--- src/design/ftba_pkg.sv ---
// Shared constants, codes and control types for the file table block allocator.
package ftba_pkg;

  localparam int NUM_SLOTS   = 16;
  localparam int NUM_BLOCKS  = 256;
  localparam int RSV_SLOTS   = 2;
  localparam int RSV_BLOCKS  = 2;

  localparam int OPCODE_W    = 2;
  localparam int FILE_ID_W   = 16;
  localparam int STATUS_W    = 3;
  localparam int SLOT_FLD_W  = 4;
  localparam int BLOCK_FLD_W = 8;

  localparam int SLOT_W      = $clog2(NUM_SLOTS);
  localparam int BLK_W       = $clog2(NUM_BLOCKS);
  localparam int BUSY_W      = (NUM_BLOCKS < 16) ? NUM_BLOCKS : 16;
  localparam int BIT_W       = $clog2(BUSY_W);
  localparam int NUM_CHUNKS  = (NUM_BLOCKS + BUSY_W - 1) / BUSY_W;
  localparam int CHUNK_W     = (NUM_CHUNKS > 1) ? $clog2(NUM_CHUNKS) : 1;

  typedef enum logic [OPCODE_W-1:0] {
    OP_LOOKUP = 2'd0,
    OP_CREATE = 2'd1,
    OP_DELETE = 2'd2
  } opcode_t;

  typedef enum logic [STATUS_W-1:0] {
    ST_OK        = 3'd0,
    ST_EXISTS    = 3'd1,
    ST_NOT_FOUND = 3'd2,
    ST_NO_SLOT   = 3'd3,
    ST_NO_BLOCK  = 3'd4
  } status_t;

  typedef enum logic [1:0] {
    S_IDLE,
    S_MATCH,
    S_SCAN,
    S_DONE
  } state_t;

  typedef struct packed {
    logic    load;
    logic    scan_clr;
    logic    scan_next;
    logic    do_create;
    logic    do_delete;
    logic    res_set;
    status_t res_code;
    logic    out_load;
  } cmd_t;

  typedef struct packed {
    opcode_t op;
    logic    hit;
    logic    free_ok;
    logic    chunk_free;
    logic    last_chunk;
    logic    out_free;
  } sts_t;

  // Reset image of one bitmap word: reserved blocks and padding past the end are busy.
  function automatic logic [BUSY_W-1:0] busy_init(input int c);
    logic [BUSY_W-1:0] w;
    w = '0;
    for (int j = 0; j < BUSY_W; j++) begin
      w[j] = ((c * BUSY_W + j) < RSV_BLOCKS) || ((c * BUSY_W + j) >= NUM_BLOCKS);
    end
    return w;
  endfunction

endpackage

--- src/design/ftba_dp.sv ---
// Datapath: slot table, block bitmap, match and free search, result and output registers.
module ftba_dp (
  input  logic                             clk,
  input  logic                             rst,
  input  logic [ftba_pkg::OPCODE_W-1:0]    in_opcode,
  input  logic [ftba_pkg::FILE_ID_W-1:0]   in_file_id,
  input  ftba_pkg::cmd_t                   cmd,
  output ftba_pkg::sts_t                   sts,
  input  logic                             out_ready,
  output logic                             out_valid,
  output logic [ftba_pkg::STATUS_W-1:0]    out_status,
  output logic [ftba_pkg::SLOT_FLD_W-1:0]  out_slot,
  output logic [ftba_pkg::BLOCK_FLD_W-1:0] out_block
);
  import ftba_pkg::*;

  logic [OPCODE_W-1:0]  op;
  logic [FILE_ID_W-1:0] fid;

  logic [NUM_SLOTS-1:0] slot_used;
  logic [FILE_ID_W-1:0] slot_file  [NUM_SLOTS];
  logic [BLK_W-1:0]     slot_block [NUM_SLOTS];
  logic [BUSY_W-1:0]    busy       [NUM_CHUNKS];

  logic [SLOT_W-1:0]    free_slot;
  logic [CHUNK_W-1:0]   scan_cnt;

  status_t              res_status;
  logic [SLOT_W-1:0]    res_slot;
  logic [BLK_W-1:0]     res_blk;

  logic                 hit;
  logic [SLOT_W-1:0]    hit_idx;
  logic                 free_ok;
  logic [SLOT_W-1:0]    free_idx;
  logic [BUSY_W-1:0]    chunk;
  logic                 chunk_free;
  logic [BIT_W-1:0]     bit_idx;
  logic [BLK_W-1:0]     new_blk;
  logic [BLK_W-1:0]     hit_blk;
  logic [CHUNK_W-1:0]   del_chunk;
  logic [BIT_W-1:0]     del_bit;

  always_comb begin
    hit     = 1'b0;
    hit_idx = '0;
    for (int i = NUM_SLOTS - 1; i >= RSV_SLOTS; i--) begin
      if (slot_used[i] && (slot_file[i] == fid)) begin
        hit     = 1'b1;
        hit_idx = SLOT_W'(i);
      end
    end
    free_ok  = 1'b0;
    free_idx = '0;
    for (int i = NUM_SLOTS - 1; i >= 0; i--) begin
      if (!slot_used[i]) begin
        free_ok  = 1'b1;
        free_idx = SLOT_W'(i);
      end
    end
  end

  always_comb begin
    chunk      = busy[scan_cnt];
    chunk_free = ~&chunk;
    bit_idx    = '0;
    for (int j = BUSY_W - 1; j >= 0; j--) begin
      if (!chunk[j]) begin
        bit_idx = BIT_W'(j);
      end
    end
  end

  assign new_blk   = BLK_W'({scan_cnt, bit_idx});
  assign hit_blk   = slot_block[hit_idx];
  assign del_chunk = CHUNK_W'(hit_blk >> BIT_W);
  assign del_bit   = hit_blk[BIT_W-1:0];

  assign sts.op         = opcode_t'(op);
  assign sts.hit        = hit;
  assign sts.free_ok    = free_ok;
  assign sts.chunk_free = chunk_free;
  assign sts.last_chunk = (scan_cnt == CHUNK_W'(NUM_CHUNKS - 1));
  assign sts.out_free   = !out_valid || out_ready;

  always_ff @(posedge clk) begin
    if (cmd.load) begin
      op  <= in_opcode;
      fid <= in_file_id;
    end
    if (cmd.scan_clr) begin
      free_slot <= free_idx;
    end
    if (cmd.do_create) begin
      slot_file[free_slot]  <= fid;
      slot_block[free_slot] <= new_blk;
    end
    if (cmd.res_set) begin
      res_status <= cmd.res_code;
      if (cmd.res_code != ST_OK) begin
        res_slot <= '0;
        res_blk  <= '0;
      end else if (cmd.do_create) begin
        res_slot <= free_slot;
        res_blk  <= new_blk;
      end else begin
        res_slot <= hit_idx;
        res_blk  <= hit_blk;
      end
    end
    if (cmd.out_load) begin
      out_status <= res_status;
      out_slot   <= SLOT_FLD_W'(res_slot);
      out_block  <= BLOCK_FLD_W'(res_blk);
    end
  end

  always_ff @(posedge clk) begin
    if (rst) begin
      slot_used <= {{(NUM_SLOTS - RSV_SLOTS){1'b0}}, {RSV_SLOTS{1'b1}}};
      for (int c = 0; c < NUM_CHUNKS; c++) begin
        busy[c] <= busy_init(c);
      end
      scan_cnt  <= '0;
      out_valid <= 1'b0;
    end else begin
      if (cmd.scan_clr) begin
        scan_cnt <= '0;
      end else if (cmd.scan_next) begin
        scan_cnt <= scan_cnt + 1'b1;
      end
      if (cmd.do_create) begin
        slot_used[free_slot]    <= 1'b1;
        busy[scan_cnt][bit_idx] <= 1'b1;
      end
      if (cmd.do_delete) begin
        slot_used[hit_idx]      <= 1'b0;
        busy[del_chunk][del_bit] <= 1'b0;
      end
      if (cmd.out_load) begin
        out_valid <= 1'b1;
      end else if (out_ready) begin
        out_valid <= 1'b0;
      end
    end
  end

endmodule

--- src/design/ftba_ctrl.sv ---
// Controller: command sequencing state machine.
module ftba_ctrl (
  input  logic           clk,
  input  logic           rst,
  input  logic           in_valid,
  output logic           in_ready,
  input  ftba_pkg::sts_t sts,
  output ftba_pkg::cmd_t cmd
);
  import ftba_pkg::*;

  state_t state;
  state_t state_next;

  always_ff @(posedge clk) begin
    if (rst) begin
      state <= S_IDLE;
    end else begin
      state <= state_next;
    end
  end

  always_comb begin
    state_next = state;
    cmd        = '0;
    in_ready   = 1'b0;
    unique case (state)
      S_IDLE: begin
        in_ready = 1'b1;
        if (in_valid) begin
          cmd.load   = 1'b1;
          state_next = S_MATCH;
        end
      end
      S_MATCH: begin
        state_next = S_DONE;
        cmd.res_set = 1'b1;
        unique case (sts.op)
          OP_LOOKUP: begin
            cmd.res_code = sts.hit ? ST_OK : ST_NOT_FOUND;
          end
          OP_DELETE: begin
            cmd.res_code  = sts.hit ? ST_OK : ST_NOT_FOUND;
            cmd.do_delete = sts.hit;
          end
          OP_CREATE: begin
            priority if (sts.hit) begin
              cmd.res_code = ST_EXISTS;
            end else if (!sts.free_ok) begin
              cmd.res_code = ST_NO_SLOT;
            end else begin
              cmd.res_set  = 1'b0;
              cmd.scan_clr = 1'b1;
              state_next   = S_SCAN;
            end
          end
          default: begin
            cmd.res_code = ST_NOT_FOUND;
          end
        endcase
      end
      S_SCAN: begin
        priority if (sts.chunk_free) begin
          cmd.do_create = 1'b1;
          cmd.res_set   = 1'b1;
          cmd.res_code  = ST_OK;
          state_next    = S_DONE;
        end else if (sts.last_chunk) begin
          cmd.res_set  = 1'b1;
          cmd.res_code = ST_NO_BLOCK;
          state_next   = S_DONE;
        end else begin
          cmd.scan_next = 1'b1;
        end
      end
      S_DONE: begin
        if (sts.out_free) begin
          cmd.out_load = 1'b1;
          state_next   = S_IDLE;
        end
      end
      default: begin
        state_next = S_IDLE;
      end
    endcase
  end

endmodule

--- src/design/file_table_block_allocator_unit.sv ---
// File table with free-block bitmap: top level.
// One command is in work at a time. A lookup, a delete, or a create that fails on an
// existing id or a full table goes from the input register through the match state and the
// result register to the output register before the next command is taken. A create that
// searches for a block reads one 16-bit bitmap word per cycle in the scan state, up to
// NUM_BLOCKS/16 words before its result is registered,
// also when no block is free. The result waits in an output register, and a new command
// is taken while it waits; a second finished result behind an unread one holds the input.
module file_table_block_allocator_unit (
  input  logic        clk,
  input  logic        rst,
  input  logic        s_axis_tvalid,
  output logic        s_axis_tready,
  input  logic [15:0] s_axis_tdata,   // file_id
  input  logic [1:0]  s_axis_tuser,   // opcode
  output logic        m_axis_tvalid,
  input  logic        m_axis_tready,
  output logic [15:0] m_axis_tdata,   // slot_index[3:0], block_index[11:4], zero pad
  output logic [2:0]  m_axis_tuser    // status
);
  import ftba_pkg::*;

  cmd_t                   cmd;
  sts_t                   sts;
  logic [SLOT_FLD_W-1:0]  out_slot;
  logic [BLOCK_FLD_W-1:0] out_block;

  ftba_ctrl u_ctrl (
    .clk      (clk),
    .rst      (rst),
    .in_valid (s_axis_tvalid),
    .in_ready (s_axis_tready),
    .sts      (sts),
    .cmd      (cmd)
  );

  ftba_dp u_dp (
    .clk        (clk),
    .rst        (rst),
    .in_opcode  (s_axis_tuser),
    .in_file_id (s_axis_tdata),
    .cmd        (cmd),
    .sts        (sts),
    .out_ready  (m_axis_tready),
    .out_valid  (m_axis_tvalid),
    .out_status (m_axis_tuser),
    .out_slot   (out_slot),
    .out_block  (out_block)
  );

  assign m_axis_tdata = {4'b0000, out_block, out_slot};

  a_one_in_work: assert property (@(posedge clk) disable iff (rst)
    s_axis_tvalid && s_axis_tready |=> !s_axis_tready)
    else $error("second command taken while one is in work");

  a_status_range: assert property (@(posedge clk) disable iff (rst)
    m_axis_tvalid |-> m_axis_tuser <= ST_NO_BLOCK)
    else $error("result status out of range");

  a_fail_zero: assert property (@(posedge clk) disable iff (rst)
    m_axis_tvalid && (m_axis_tuser != ST_OK) |-> m_axis_tdata == '0)
    else $error("failed command returned nonzero indices");

endmodule

--- config.mk ---
export PLATFORM = sky130hd
export DESIGN_NAME = file_table_block_allocator_unit
export DESIGN_NICKNAME = d
export VERILOG_FILES = /design/src/design/ftba_pkg.sv /design/src/design/ftba_dp.sv /design/src/design/ftba_ctrl.sv /design/src/design/file_table_block_allocator_unit.sv
export SDC_FILE = /design/constraint.sdc
export NUM_CORES = 1
export LEC_CHECK = 0
export BUFFER_PORTS_ARGS = -buffer_cell sky130_fd_sc_hd__buf_2
export CORE_UTILIZATION = 50
export DETAILED_ROUTE_END_ITERATION = 10
export HOLD_SLACK_MARGIN = 0.02
export PLACE_DENSITY_LB_ADDON = 0.3
export REMOVE_ABC_BUFFERS = 1
export SYNTH_ARGS = -nofsm -noshare
export SYNTH_HDL_FRONTEND = slang
export SYNTH_SLANG_ARGS = --single-unit
--- constraint.sdc ---
create_clock -name clk -period 7.94 [get_ports clk]
set_input_delay 0 -clock clk [delete_from_list [all_inputs] [get_ports clk]]
set_output_delay 0 -clock clk [all_outputs]
set_load 0.02 [all_outputs]
==> results.json <==
{
  "status": "complete, no violations",
  "dp_cells": 3227,
  "vias": 21500,
  "gp_congestion": 0.910,
  "io_buffers": 38,
  "grt_pass1_wl_mm": 126,
  "relSlewSlack_pct": 9.96,
  "worst_ir_drop_vdd_v": 0.000149,
  "fill_cells": 5038,
  "total_power_uw": 8660,
  "hold_path.class": "in2reg",
  "cts.sinks": 683,
  "internal-power_uw": 6470,
  "synth_top_family_by_area": "simple AND/OR/NAND/NOR gates",
  "antenna_left": 0,
  "start_util_pct": 50.8,
  "yosysSeqAreaShare_pct": 62.9,
  "cp-start-kind": "register",
  "critPathCaptureType": "register",
  "cpMaxStageDelayCell": "edfxtp_1",
  "combPwrFrac_pct": 11.2,
  "synth_area_per_cell_um2": 13.1,
  "synth_area_leaders": "edfxtp_1 (61%), mux4_2 (5.5%), xnor2_1 (4.1%)",
  "dieArea_mm2": 0.0654,
  "timing_hold_violations_final": 0,
  "antenna_found_initial": 1,
  "seqPwrFrac_pct": 50.6,
  "rsz0062_at_grt": "no",
  "cts_setup_buffers": 0,
  "root_buffer": "clkbuf_16",
  "power.switching_uw": 2190,
  "worstPathArrival_ps": 7560,
  "fmax_mhz": 138,
  "firstDrtPassIters": 6,
  "yosysTopAreaCell": "edfxtp_1",
  "grt_max_degree": 134,
  "crit_start": "u_dp.fid[5]",
  "ys.flop_type": "edfxtp_1",
  "max_stage_delay_ps": 980,
  "synthAdderAreaFrac_pct": 0.194,
  "final_cell_area_mm2": 0.0357,
  "clock_power_share_pct": 38.2,
  "cp_cell_sequence": "buf_4 > xor2_1 > nor4_1 > nor4bb_1 > nor2_1 > o31ai_1 > a21boi_2 > mux2i_1 > mux2i_1 > a221o_2 > o31ai_4 > nand3_1 > buf_4 > a21boi_0",
  "diodes": 0,
  "timing.rr.start": "u_dp.fid[5]",
  "yosys_warnings": 0,
  "synthXorXnorAreaFrac_pct": 6.18,
  "final_cell_mix": "edfxtp_1 (656), nor2_1 (315), o21ai_0 (216)",
  "setup_violations": 0,
  "slew_violations": 0,
  "htreeDepth": 3,
  "worstMarginPinSlew_ps": 1340,
  "grt-ovfl-total": 0,
  "holdCritStartpoint": "s_axis_tdata[3]",
  "ys_types": 90,
  "hpwl_mm": 53.8,
  "via_per_inst": 6.34,
  "core_region_area_mm2": 0.0633,
  "finClkSkew_ps": 22.4,
  "fin_tns_setup_ps": 0,
  "clk_path_buf_depth": 3,
  "cts-resized-gates": 0,
  "drt_iter0_drc": 2507,
  "p_sw_share_pct": 25.3,
  "final_cells": 3382,
  "grt_pass1_vias": 20400,
  "ys_ff_latch": 683,
  "crit_required_ps": 8230,
  "area_growth_pct": 11.0,
  "leakagePower_uw": 0.0111,
  "crit_fanout": 18,
  "path_class": "reg2reg",
  "synth_edf_count": 656,
  "synth.cell_area_mm2": 0.0322,
  "yosys.area_share.simple_pct": 12.1,
  "synth_compound_area_share_pct": 8.52,
  "fin_crit_sh_pct": 91.5,
  "clkTransAtPathRegs_ps": 60,
  "routed_wl_mm": 84.3,
  "drive_gt1_share_pct": 14.5,
  "timing.final.crit_period_ps": 7260,
  "wl_per_cell_um": 24.9,
  "dpl_cell_area_mm2": 0.0332,
  "clk_latency_ps": 620,
  "finalHoldWorstSlack_ps": 109,
  "ioPinCount": 43,
  "die_y_um": 256,
  "cts_tree": "done",
  "die_w_um": 256,
  "synthArstFlopShare_pct": 0,
  "power_density_mw_per_mm2": 242,
  "nNetsFinal": 2504,
  "maxCapViolations": 0,
  "cts_buffers": 72,
  "row_count": 92,
  "synth_top_cell_area_share_pct": 61.2,
  "track_usage_pct": 25.5,
  "layout_commonest_cell": "edfxtp_1",
  "netlist_instances": 2458,
  "synthMuxAreaShare_pct": 7.20,
  "drcViolationCount": 0
}
-- worst max-delay path: cells and delay by family (launching register included) --
| kind | cells | cell delay [ps] |
|---|---|---|
| and+or+nand+nor | 4 | 2360 |
| AOI/OAI and AO/OA | 5 | 2000 |
| DFF | 1 | 980 |
| buffers and inverters | 2 | 880 |
| muxes | 2 | 560 |
| xor gates and xnor gates | 1 | 130 |
-- state kept, by name, summed over array words and instances (netlist names), named ones only --
register	cells
u_dp.res_slot	4
u_dp.fid	16
u_dp.res_blk	8
u_dp.res_status	3
u_dp.free_slot	4
u_dp.slot_file	224
u_dp.out_status	3
u_dp.out_valid	1
u_dp.out_block	8
u_dp.op	2
u_ctrl.state	2
u_dp.scan_cnt	4
u_dp.slot_used	16
u_dp.out_slot	4
u_dp.slot_block	124
u_dp.busy	256
-- metal layers --
metal | routed length [um] | vias to the layer above | global-route usage, %
met5 | 7 | - | 0
met4 | 2410 | 2 | 8.18
met3 | 8510 | 188 | 5.47
met2 | 37900 | 1171 | 38.3
li1 | - | 9286 | -
met1 | 35500 | 10800 | 37.1
-- layout make-up --
type                            instances  area, um2  share of cell area (%)
Sequential cell                       683      20200                    56.7
Multi-Input combinational cell       1575      11100                    31.1
Clock buffer                          100       2030                    5.69
Tap cell                              846       1060                    2.96
Timing Repair Buffer                  130        961                    2.69
Clock inverter                         33        253                   0.708
Inverter                               15       58.8                   0.165
-- what timing repair did --
action,in CTS,in global routing
hold buffers,22,0
endpoints found under the hold margin,28,0
endpoints found under the setup margin,0,0
-- cell usage after synthesis (8+ instances only) --
| cell type | n |
|---|---|
| nand3b_1 | 9 |
| or3_1 | 9 |
| a22oi_1 | 10 |
| nor2_1 | 323 |
| dfxtp_1 | 27 |
| nand3_1 | 61 |
| clkbuf_1 | 93 |
| xnor2_1 | 151 |
| mux2_2 | 17 |
| a21oi_1 | 24 |
| or2_2 | 12 |
| edfxtp_1 | 656 |
| a211oi_1 | 14 |
| and3_1 | 12 |
| and4_1 | 14 |
| buf_2 | 62 |
| mux4_2 | 78 |
| or4_1 | 13 |
| nor2b_1 | 12 |
| xor2_1 | 76 |
| nor3b_1 | 10 |
| clkbuf_2 | 10 |
| buf_1 | 10 |
| nor4_1 | 30 |
| and2_1 | 17 |
| mux2i_1 | 31 |
| o21ai_0 | 216 |
| a21boi_2 | 8 |
| inv_1 | 14 |
| nand2_1 | 100 |
| nand2b_1 | 16 |
| a21boi_0 | 55 |
| nor3_1 | 47 |
| o21ai_1 | 10 |
| nand4_1 | 61 |
| nor4bb_1 | 9 |
-- cell families (layout without fill, tap and decap cells) --
| logic type | count (synthesis) | in the layout |
|---|---|---|
| simple gates | 781 | 781 |
| flops | 683 | 683 |
| compound gates | 428 | 428 |
| xor+xnor | 227 | 227 |
| buf+inv | 203 | 278 |
| mux | 130 | 130 |
| fa+ha+maj | 5 | 5 |
| other cells | 1 | 4 |
-- power by group through the flow --
stage / clock (uW) / sequential [uW] / combinational (uW)
6_report: 3310 / 4380 / 973
3_5_place_dp: 0 / 4450 / 949
3_3_place_gp: 0 / 4440 / 932
2_1_floorplan: 0 / 4450 / 550
4_1_cts: 3340 / 4380 / 964
5_1_grt: 3460 / 4390 / 1050
-- through the flow --
step | worst slack [ps] | util (%)
floorplan | 251 | -
CTS | 872 | 56.4
global placement | 945 | 52.5
global route | 377 | 56.4
finish | 675 | 56.4
detailed placement | 928 | 52.5
-- path summary, 6_finish.rpt --
| path | end | slack, ps | cells after the start |
|---|---|---|---|
| worst max-delay path | u_dp.busy[5][13] | 680 | 14 |
| worst min-delay path | u_dp.fid[3] | 110 | 2 |
| worst max register to register | u_dp.busy[5][13] | 680 | 14 |
| worst min register to register | u_dp.out_block[5] | 420 | 0 |
Power figures use the tool's default switching activity.
